==> src/rtl/core/arpbt_pkg.sv <==
// arpbt_pkg: shared types and constants for the arp binding table
// field widths, operation codes, sequencer states, table entry and result types
// used by arpbt_store, arpbt_ctrl and arp_binding_table

package arpbt_pkg;

	localparam int CAPACITY_DEF = 64;

	localparam int OP_W      = 2;
	localparam int IP_W      = 32;
	localparam int MAC_W     = 48;
	localparam int IDX_OUT_W = 6;
	localparam int CNT_OUT_W = 7;

	localparam logic [OP_W-1:0] OP_INSERT = 2'd0;
	localparam logic [OP_W-1:0] OP_CHECK  = 2'd1;
	localparam logic [OP_W-1:0] OP_FIND   = 2'd2;

	typedef enum logic [1:0] {
		ST_IDLE,
		ST_SCAN,
		ST_DONE
	} state_t;

	typedef struct packed {
		logic [MAC_W-1:0] mac;
		logic [IP_W-1:0]  ip;
	} entry_t;

	typedef struct packed {
		logic wr_en;
		logic rd_en;
	} mem_ctl_t;

	typedef struct packed {
		logic                 table_full;
		logic [MAC_W-1:0]     old_mac;
		logic [CNT_OUT_W-1:0] mismatch_count;
		logic                 changed;
		logic [IDX_OUT_W-1:0] match_index;
		logic                 found;
	} result_t;

endpackage

==> src/rtl/core/arpbt_ctrl.sv <==
// arpbt_ctrl: operation sequencer, fill count, scan pointer, compare stage and
// result register; drives the memory in arpbt_store, types from arpbt_pkg

module arpbt_ctrl #(
	parameter int CAPACITY = arpbt_pkg::CAPACITY_DEF,
	parameter int AW       = $clog2(CAPACITY),
	parameter int CW       = $clog2(CAPACITY + 1)
) (
	input  logic                            clk,
	input  logic                            arst_n,
	input  logic                            s_tvalid,
	output logic                            s_tready,
	input  logic [arpbt_pkg::OP_W-1:0]      op,
	input  logic [arpbt_pkg::IP_W-1:0]      ip_address,
	input  logic [arpbt_pkg::MAC_W-1:0]     mac_address,
	output logic                            m_tvalid,
	input  logic                            m_tready,
	output arpbt_pkg::result_t              result,
	output arpbt_pkg::mem_ctl_t             mem_ctl,
	output logic [AW-1:0]                   wr_addr,
	output arpbt_pkg::entry_t               wr_data,
	output logic [AW-1:0]                   rd_addr,
	input  arpbt_pkg::entry_t               rd_data
);

	arpbt_pkg::state_t state_q, state_d;

	logic [CW-1:0] cnt_q;
	logic [CW-1:0] ptr_q;
	logic          vld_s1;
	logic [AW-1:0] idx_s1;
	logic          m_tvalid_q;

	logic [arpbt_pkg::OP_W-1:0]  op_q;
	logic [arpbt_pkg::IP_W-1:0]  ip_q;
	logic [arpbt_pkg::MAC_W-1:0] mac_q;

	logic                         found_q;
	logic [AW-1:0]                idx_q;
	logic [CW-1:0]                mm_q;
	logic [arpbt_pkg::MAC_W-1:0]  old_q;
	logic                         full_q;
	arpbt_pkg::result_t           res_q;

	logic    accept;
	logic    has_room;
	logic    out_load;
	logic    hit_ip;
	logic    hit_mac;
	logic [31:0] idx_ext;
	logic [31:0] mm_ext;

	assign accept   = s_tvalid && (state_q == arpbt_pkg::ST_IDLE);
	assign has_room = (cnt_q < CW'(CAPACITY));
	assign out_load = (state_q == arpbt_pkg::ST_DONE) && (!m_tvalid_q || m_tready);
	assign hit_ip   = (rd_data.ip == ip_q);
	assign hit_mac  = (rd_data.mac == mac_q);

	// sequencer: next state and memory strobes
	always_comb begin
		state_d       = state_q;
		mem_ctl.wr_en = 1'b0;
		mem_ctl.rd_en = 1'b0;
		unique case (state_q)
			arpbt_pkg::ST_IDLE: begin
				if (accept) begin
					unique case (op) inside
						arpbt_pkg::OP_INSERT: begin
							mem_ctl.wr_en = has_room;
							state_d       = arpbt_pkg::ST_DONE;
						end
						arpbt_pkg::OP_CHECK, arpbt_pkg::OP_FIND: begin
							state_d = (cnt_q == '0) ? arpbt_pkg::ST_DONE : arpbt_pkg::ST_SCAN;
						end
						default: state_d = arpbt_pkg::ST_DONE;
					endcase
				end
			end
			arpbt_pkg::ST_SCAN: begin
				mem_ctl.rd_en = (ptr_q < cnt_q);
				// last read issued and its data consumed
				if ((ptr_q == cnt_q) && !vld_s1) begin
					state_d = arpbt_pkg::ST_DONE;
				end
			end
			arpbt_pkg::ST_DONE: begin
				if (out_load) begin
					state_d = arpbt_pkg::ST_IDLE;
				end
			end
			default: state_d = arpbt_pkg::ST_IDLE;
		endcase
	end

	assign wr_addr      = cnt_q[AW-1:0];
	assign wr_data.ip   = ip_address;
	assign wr_data.mac  = mac_address;
	assign rd_addr      = ptr_q[AW-1:0];

	always_ff @(posedge clk or negedge arst_n) begin
		if (!arst_n) begin
			state_q    <= arpbt_pkg::ST_IDLE;
			cnt_q      <= '0;
			ptr_q      <= '0;
			vld_s1     <= 1'b0;
			m_tvalid_q <= 1'b0;
		end else begin
			state_q <= state_d;
			vld_s1  <= mem_ctl.rd_en;
			if (mem_ctl.wr_en) begin
				cnt_q <= CW'(cnt_q + 1'b1);
			end
			if (accept) begin
				ptr_q <= '0;
			end else if (mem_ctl.rd_en) begin
				ptr_q <= CW'(ptr_q + 1'b1);
			end
			if (out_load) begin
				m_tvalid_q <= 1'b1;
			end else if (m_tready) begin
				m_tvalid_q <= 1'b0;
			end
		end
	end

	// operands, scan accumulators and result register
	always_ff @(posedge clk) begin
		if (mem_ctl.rd_en) begin
			idx_s1 <= ptr_q[AW-1:0];
		end
		if (accept) begin
			op_q    <= op;
			ip_q    <= ip_address;
			mac_q   <= mac_address;
			found_q <= 1'b0;
			mm_q    <= '0;
			old_q   <= '0;
			full_q  <= (op == arpbt_pkg::OP_INSERT) && !has_room;
			idx_q   <= ((op == arpbt_pkg::OP_INSERT) && has_room) ? cnt_q[AW-1:0] : '0;
		end else if (vld_s1) begin
			if ((op_q == arpbt_pkg::OP_FIND) && hit_ip && hit_mac && !found_q) begin
				found_q <= 1'b1;
				idx_q   <= idx_s1;
			end
			if ((op_q == arpbt_pkg::OP_CHECK) && hit_ip && !hit_mac) begin
				if (mm_q == '0) begin
					old_q <= rd_data.mac;
				end
				mm_q <= CW'(mm_q + 1'b1);
			end
		end
		if (out_load) begin
			res_q.found          <= found_q;
			res_q.match_index    <= idx_ext[arpbt_pkg::IDX_OUT_W-1:0];
			res_q.changed        <= (mm_q != '0);
			res_q.mismatch_count <= mm_ext[arpbt_pkg::CNT_OUT_W-1:0];
			res_q.old_mac        <= old_q;
			res_q.table_full     <= full_q;
		end
	end

	// result fields are cut to their port widths
	assign idx_ext = 32'(idx_q);
	assign mm_ext  = 32'(mm_q);

	assign s_tready = (state_q == arpbt_pkg::ST_IDLE);
	assign m_tvalid = m_tvalid_q;
	assign result   = res_q;

`ifndef SYNTH
	a_cnt_bound: assert property (@(posedge clk) disable iff (!arst_n)
		cnt_q <= CW'(CAPACITY))
		else $error("fill count beyond capacity");

	a_rd_in_fill: assert property (@(posedge clk) disable iff (!arst_n)
		mem_ctl.rd_en |-> (ptr_q < cnt_q))
		else $error("read of an entry not yet written");

	a_no_wr_scan: assert property (@(posedge clk) disable iff (!arst_n)
		mem_ctl.wr_en |-> (state_q == arpbt_pkg::ST_IDLE) && !vld_s1)
		else $error("write while a scan is in flight");

	a_done_hold: assert property (@(posedge clk) disable iff (!arst_n)
		(state_q == arpbt_pkg::ST_DONE) && m_tvalid_q && !m_tready
		|=> (state_q == arpbt_pkg::ST_DONE))
		else $error("result dropped while output stalled");

	a_scan_nonempty: assert property (@(posedge clk) disable iff (!arst_n)
		(state_q == arpbt_pkg::ST_SCAN) |-> (cnt_q != '0))
		else $error("scan started on an empty table");
`endif

endmodule

==> config.mk <==
export PLATFORM = sky130hd
export DESIGN_NAME = arpbt_ctrl
export DESIGN_NICKNAME = d
export VERILOG_FILES = /design/src/rtl/core/arpbt_pkg.sv /design/src/rtl/core/arpbt_ctrl.sv
export SDC_FILE = /design/constraint.sdc
export NUM_CORES = 1
export LEC_CHECK = 0
export BUFFER_PORTS_ARGS = -buffer_cell sky130_fd_sc_hd__buf_2
export CORE_MARGIN = 1
export CORE_UTILIZATION = 46
export CTS_CLUSTER_SIZE = 20
export DETAILED_ROUTE_END_ITERATION = 12
export PLACE_DENSITY = 0.74
export SYNTH_ARGS = -nofsm -noshare
export SYNTH_HDL_FRONTEND = slang
export SYNTH_SLANG_ARGS = --single-unit
==> constraint.sdc <==
create_clock -name clk -period 5.3 [get_ports clk]
set_clock_uncertainty 0.05 [all_clocks]
set_input_delay 0.265 -clock clk [delete_from_list [all_inputs] [get_ports clk]]
set_output_delay 0.265 -clock clk [all_outputs]
set_load 0.01 [all_outputs]
Word-level counts from Yosys, hierarchy flattened
Cells that the tools add are included.
{ "op_classes": {"add_sub_neg": 3, "n_lt_le_gt_ge": 2, "n_eq_ne": 12, "n_mux": 18, "n_reduce_logical": 31} }
{ "ops": {"columns": ["operator", "count"], "rows": [
  ["$eq 48x48->1", 1],
  ["$eq 32x32->1", 1],
  ["$mux 6", 4],
  ["$add 7x1->7 const B", 3],
  ["$logic_not 7->1", 2],
  ["$mux 7", 2],
  ["$logic_and 1x1->1", 10],
  ["$mux 2", 5],
  ["$reduce_bool 2->1", 4],
  ["$eq 7x7->1", 1],
  ["$lt 7x7->1", 1],
  ["$lt 7x7->1 const B", 1],
  ["$reduce_bool 7->1", 1],
  ["$eq 2x1->1 const B", 3],
  ["$eq 2x2->1 const B", 3],
  ["$mux 1", 6],
  ["$pmux 2 s3", 1],
  ["$reduce_and 2->1", 3],
  ["$reduce_and 3->1", 2],
  ["$logic_not 1->1", 5],
  ["$logic_not 2->1", 2],
  ["$ne 2x2->1 const B", 2],
  ["$ne 2x1->1 const B", 1],
  ["$reduce_or 2->1", 1],
  ["$logic_or 1x1->1", 1]
]} }
{ "word_totals": {"reg_bits": 233, "input_bits": 166, "out_inout_bits": 160, "word_cells": 86} }

Depth between registers and ports, before layout
{ "logic_depth": {"depth_word": 7, "depth_mapped": 10, "depth_no_buf": 8} }

Worst setup path after synthesis
Ideal clock, no wire load.
{ "synth_path": {"path_kind": "flip-flop to flip-flop", "from": "reg state_q[0]", "to": "reg res_q, in the netlist result[0] (enable)", "setup_ps": 494, "arrival_time_ps": 3416, "setup_slack_ps": 1340, "stages_incl_launch_ff": 3, "path_buffers": 0, "period_less_slack_ps": 3960, "path_cell_list": "dfrtp_1 > nand2b_1 > nor2b_1"} }
{ "synth_via": {"elab_chain_cells": 2} }
{ "synth_lines": {"columns": ["element", "line_no", "source"], "rows": [
  ["from (decl)", "arpbt_ctrl.sv:26", "arpbt_pkg::state_t state_q, state_d;"],
  ["from (signal assigned)", "arpbt_ctrl.sv:102", "state_q <= arpbt_pkg::ST_IDLE;"],
  ["from (signal assigned)", "arpbt_ctrl.sv:108", "state_q <= state_d;"],
  ["$eq 2x2->1", "arpbt_ctrl.sv:55", "assign out_load = (state_q == arpbt_pkg::ST_DONE) && (!m_tvalid_q || m_tready);"],
  ["$logic_and 1x1->1", "arpbt_ctrl.sv:55", null],
  ["via out_load", "arpbt_ctrl.sv:47", "logic out_load;"],
  ["to (decl)", "arpbt_ctrl.sv:43", "arpbt_pkg::result_t res_q;"]
]} }
The timed path passes the listed nets, and every way through them passes these cells.
A chain may end at the register's enable or synchronous reset.

==> flow_metrics.tcl <==
set metrics [dict create \
    dr.pass1.iters 5 \
    cpMaxStageDelayCell "inv_6" \
    tightest_slew_ns 1.16 \
    dieArea_mm2 0.0220 \
    layout_common_cells "buf_2 (325), edfxtp_1 (159), dlygate4sd3_1 (119)" \
    drtIter0Drc 532 \
    vias_per_cell 5.31 \
    worst_ep_arrival_time_ns 3.04 \
    async_flop_share_pct 7.73 \
    yosys.area.top_type_share_pct 48.5 \
    p_comb_share_pct 18.8 \
    max_stage_delay_ns 0.67 \
    drcViolationCount 0 \
    p_clk_share_pct 33.0 \
    boundaryPins 326 \
    r2r_start "mac_q[19]" \
    period_needed_ns 3.36 \
    cts_tree "yes" \
    seqPwrFrac_pct 48.2 \
    grt_overflow_total 0 \
    clockBufferDepth 3 \
    layout-drive-gt1-share_pct 33.5 \
    finalSetupTns_ns 0 \
    clk_pin_slew_ns 0.06 \
    antenna_found_initial 1 \
    synth_flop_cell "edfxtp_1" \
    fmax_mhz 298 \
    mappedNetlistArea_mm2 0.00984 \
    ant_nets 0 \
    cts_setup_buffers 0 \
    syn_to_final_growth_pct 32.3 \
    grt_pass1_vias 7170 \
    htreeDepth 1 \
    grt_max_degree 89 \
    crit_start "state_q[0]" \
    core_area_mm2 0.0210 \
    final_hold_viol_count 0 \
    via_count 7442 \
    dpl.hpwl_um 17800 \
    wl_per_cell_um 19.8 \
    holdCritStartpoint "rd_data[62]" \
    ys_seq_area_share_pct 64.5 \
    leakage_nw 5.10 \
    slew_viol_final 0 \
    grt_use_total_pct 24.6 \
    min_path_type "input pin to flip-flop" \
    synth_nets 938 \
    port_buffers 325 \
    fill_cells 1568 \
    initial_core_util_pct 46.8 \
    synth_cells 759 \
    hold_slack_ns 0.0239 \
    internal_power_w 0.00371 \
    dieHeight_um 148 \
    design_area_mm2 0.0130 \
    synth.distinct_cells 43 \
    rows 53 \
    yosys_warnings 0 \
    path_class "flip-flop to primary output" \
    drv_cap 0 \
    cts_root_buf "clkbuf_16" \
    setup_viol 0 \
    numCtsBuffers 25 \
    synth_top_cell_by_area "edfxtp_1" \
    die_w_um 148 \
    final_common_cell "buf_2" \
    end_kind "primary output" \
    rsz0062_at_grt "false" \
    wirelength_um 27800 \
    powerDensity_mw_per_mm2 392 \
    swShare_pct 27.3 \
    clock_sinks 233 \
    irDropWorstVdd_uv 403 \
    grt_pass1_wl_um 41000 \
    status "finished clean" \
    fin_nets 1284 \
    slew-limit-headroom_pct 22.9 \
    switchingPower_w 0.00139 \
    min_period_over_period_pct 63.4 \
    clk_latency_ns 0.52 \
    synth_area_per_cell_um2 13.0 \
    synth.area.top_cells "edfxtp_1 (49%), dfxtp_1 (11%), xnor2_1 (7.6%)" \
    synth_edf_count 159 \
    path_cells "nor2_1 -> nand2_1 -> inv_6 -> and3_1 -> buf_2" \
    start_kind "flip-flop" \
    ys_seq_elements 233 \
    placed_area_mm2 0.0110 \
    crit_fanout 88 \
    cp.required_ns 4.99 \
    place_congestion 0.851 \
]
==> synth_stat cells (3+ instances only) <==
cell type,instances
inv_1,16
buf_2,10
a21oi_1,61
ha_1,13
a22o_1,6
nand2b_1,4
and4_1,4
nor2b_1,3
and2_1,3
nand2_1,12
clkbuf_1,27
dfrtp_1,18
o21ai_0,34
mux2i_1,3
xnor2_1,85
o21ai_1,20
nor2_1,5
dfxtp_1,56
nor4_1,5
or4_1,7
nand4_1,75
buf_4,92
nor3_1,3
o31ai_1,9
nand3_1,10
edfxtp_1,159
==> registers in the layout (all words and copies together), names as in the netlist <==
| register | cells |
|---|---|
| result | 64 |
| mac_q | 48 |
| old_q | 48 |
| ip_q | 32 |
| cnt_q | 7 |
| mm_q | 7 |
| ptr_q | 7 |
| idx_q | 6 |
| idx_s1 | 6 |
| op_q | 2 |
| state_q | 2 |
| found_q | 1 |
| full_q | 1 |
| m_tvalid | 1 |
| vld_s1 | 1 |
==> final cells by class <==
| type | instances | area, um2 | share of cell area [%] |
|---|---|---|---|
| diodes | 3 | 7.51 | 0.0577 |
| clock buffers | 35 | 683 | 5.25 |
| clock inverters | 11 | 109 | 0.837 |
| inverters | 17 | 68.8 | 0.529 |
| multi-input cells | 379 | 2600 | 20.0 |
| flip-flops and latches | 233 | 6350 | 48.8 |
| well taps | 275 | 344 | 2.64 |
| repair buffers | 449 | 2860 | 21.9 |
==> power groups by stage <==
stage	combinational [W]	clock [W]	sequential [W]
after floorplan	0.000452	0	0.00257
after global routing	0.00103	0.00179	0.00248
after detailed placement	0.000888	0	0.00249
final	0.000959	0.00169	0.00246
after global placement	0.000880	0	0.00248
after CTS	0.000960	0.00172	0.00246
==> worst max-delay path, delay by kind of cell (launching register included) <==
family                 cells  cell delay (ns)
AND/OR/NAND/NOR            3             1.13
buffers and inverters      2             0.90
flip-flops                 1             0.41
==> cell families (layout without fill, tap and decap cells) <==
group,after synthesis,in the layout,share of synthesized area (%)
AOI/OAI and AO/OA,139,139,7.80
buffers and inverters,147,512,9.25
other,0,3,0
and+or+nand+nor,139,139,8.92
xor gates and xnor gates,85,85,7.57
muxes,3,3,0.305
adders and majority gates,13,13,1.65
DFF,233,233,64.5
==> final timing paths <==
check                      cells past startpoint         end  slack [ns]
max in group asynchronous                      2    cnt_q[0]        4.71
hold reg to reg                                0   result[6]        0.37
hold / removal                                 3   old_q[30]        0.02
setup / recovery                               5  mem_ctl[1]        1.94
setup reg to reg                               6    idx_q[4]        2.06
min in group asynchronous                      2    ptr_q[0]        0.18
==> per-stage QoR <==
| stage | utilization, % | power, W | worst slack [ns] | std cells |
|---|---|---|---|---|
| after CTS | 61.9 | 0.00513 | 1.89 | 1399 |
| after floorplan | - | 0.00302 | 1.34 | 759 |
| after detailed placement | 52.4 | 0.00338 | 2.06 | 1234 |
| final | 61.9 | 0.00510 | 1.94 | 1402 |
| after global placement | 52.4 | 0.00336 | 2.10 | 1234 |
| after global routing | 61.9 | 0.00531 | 1.76 | 1400 |
==> layer usage <==
metal / wire (um) / global-route usage, %
met5: 0 / 0
met4: 860 / 8.35
met3: 1950 / 4.97
met2: 13900 / 40.3
met1: 11100 / 32.7
==> what timing repair did <==
item / 4_1_cts / 5_1_grt
endpoints found under the hold margin: 136 / 0
hold buffers: 119 / 0
resized for setup: 0 / 0
(Power assumes the default switching activity.)
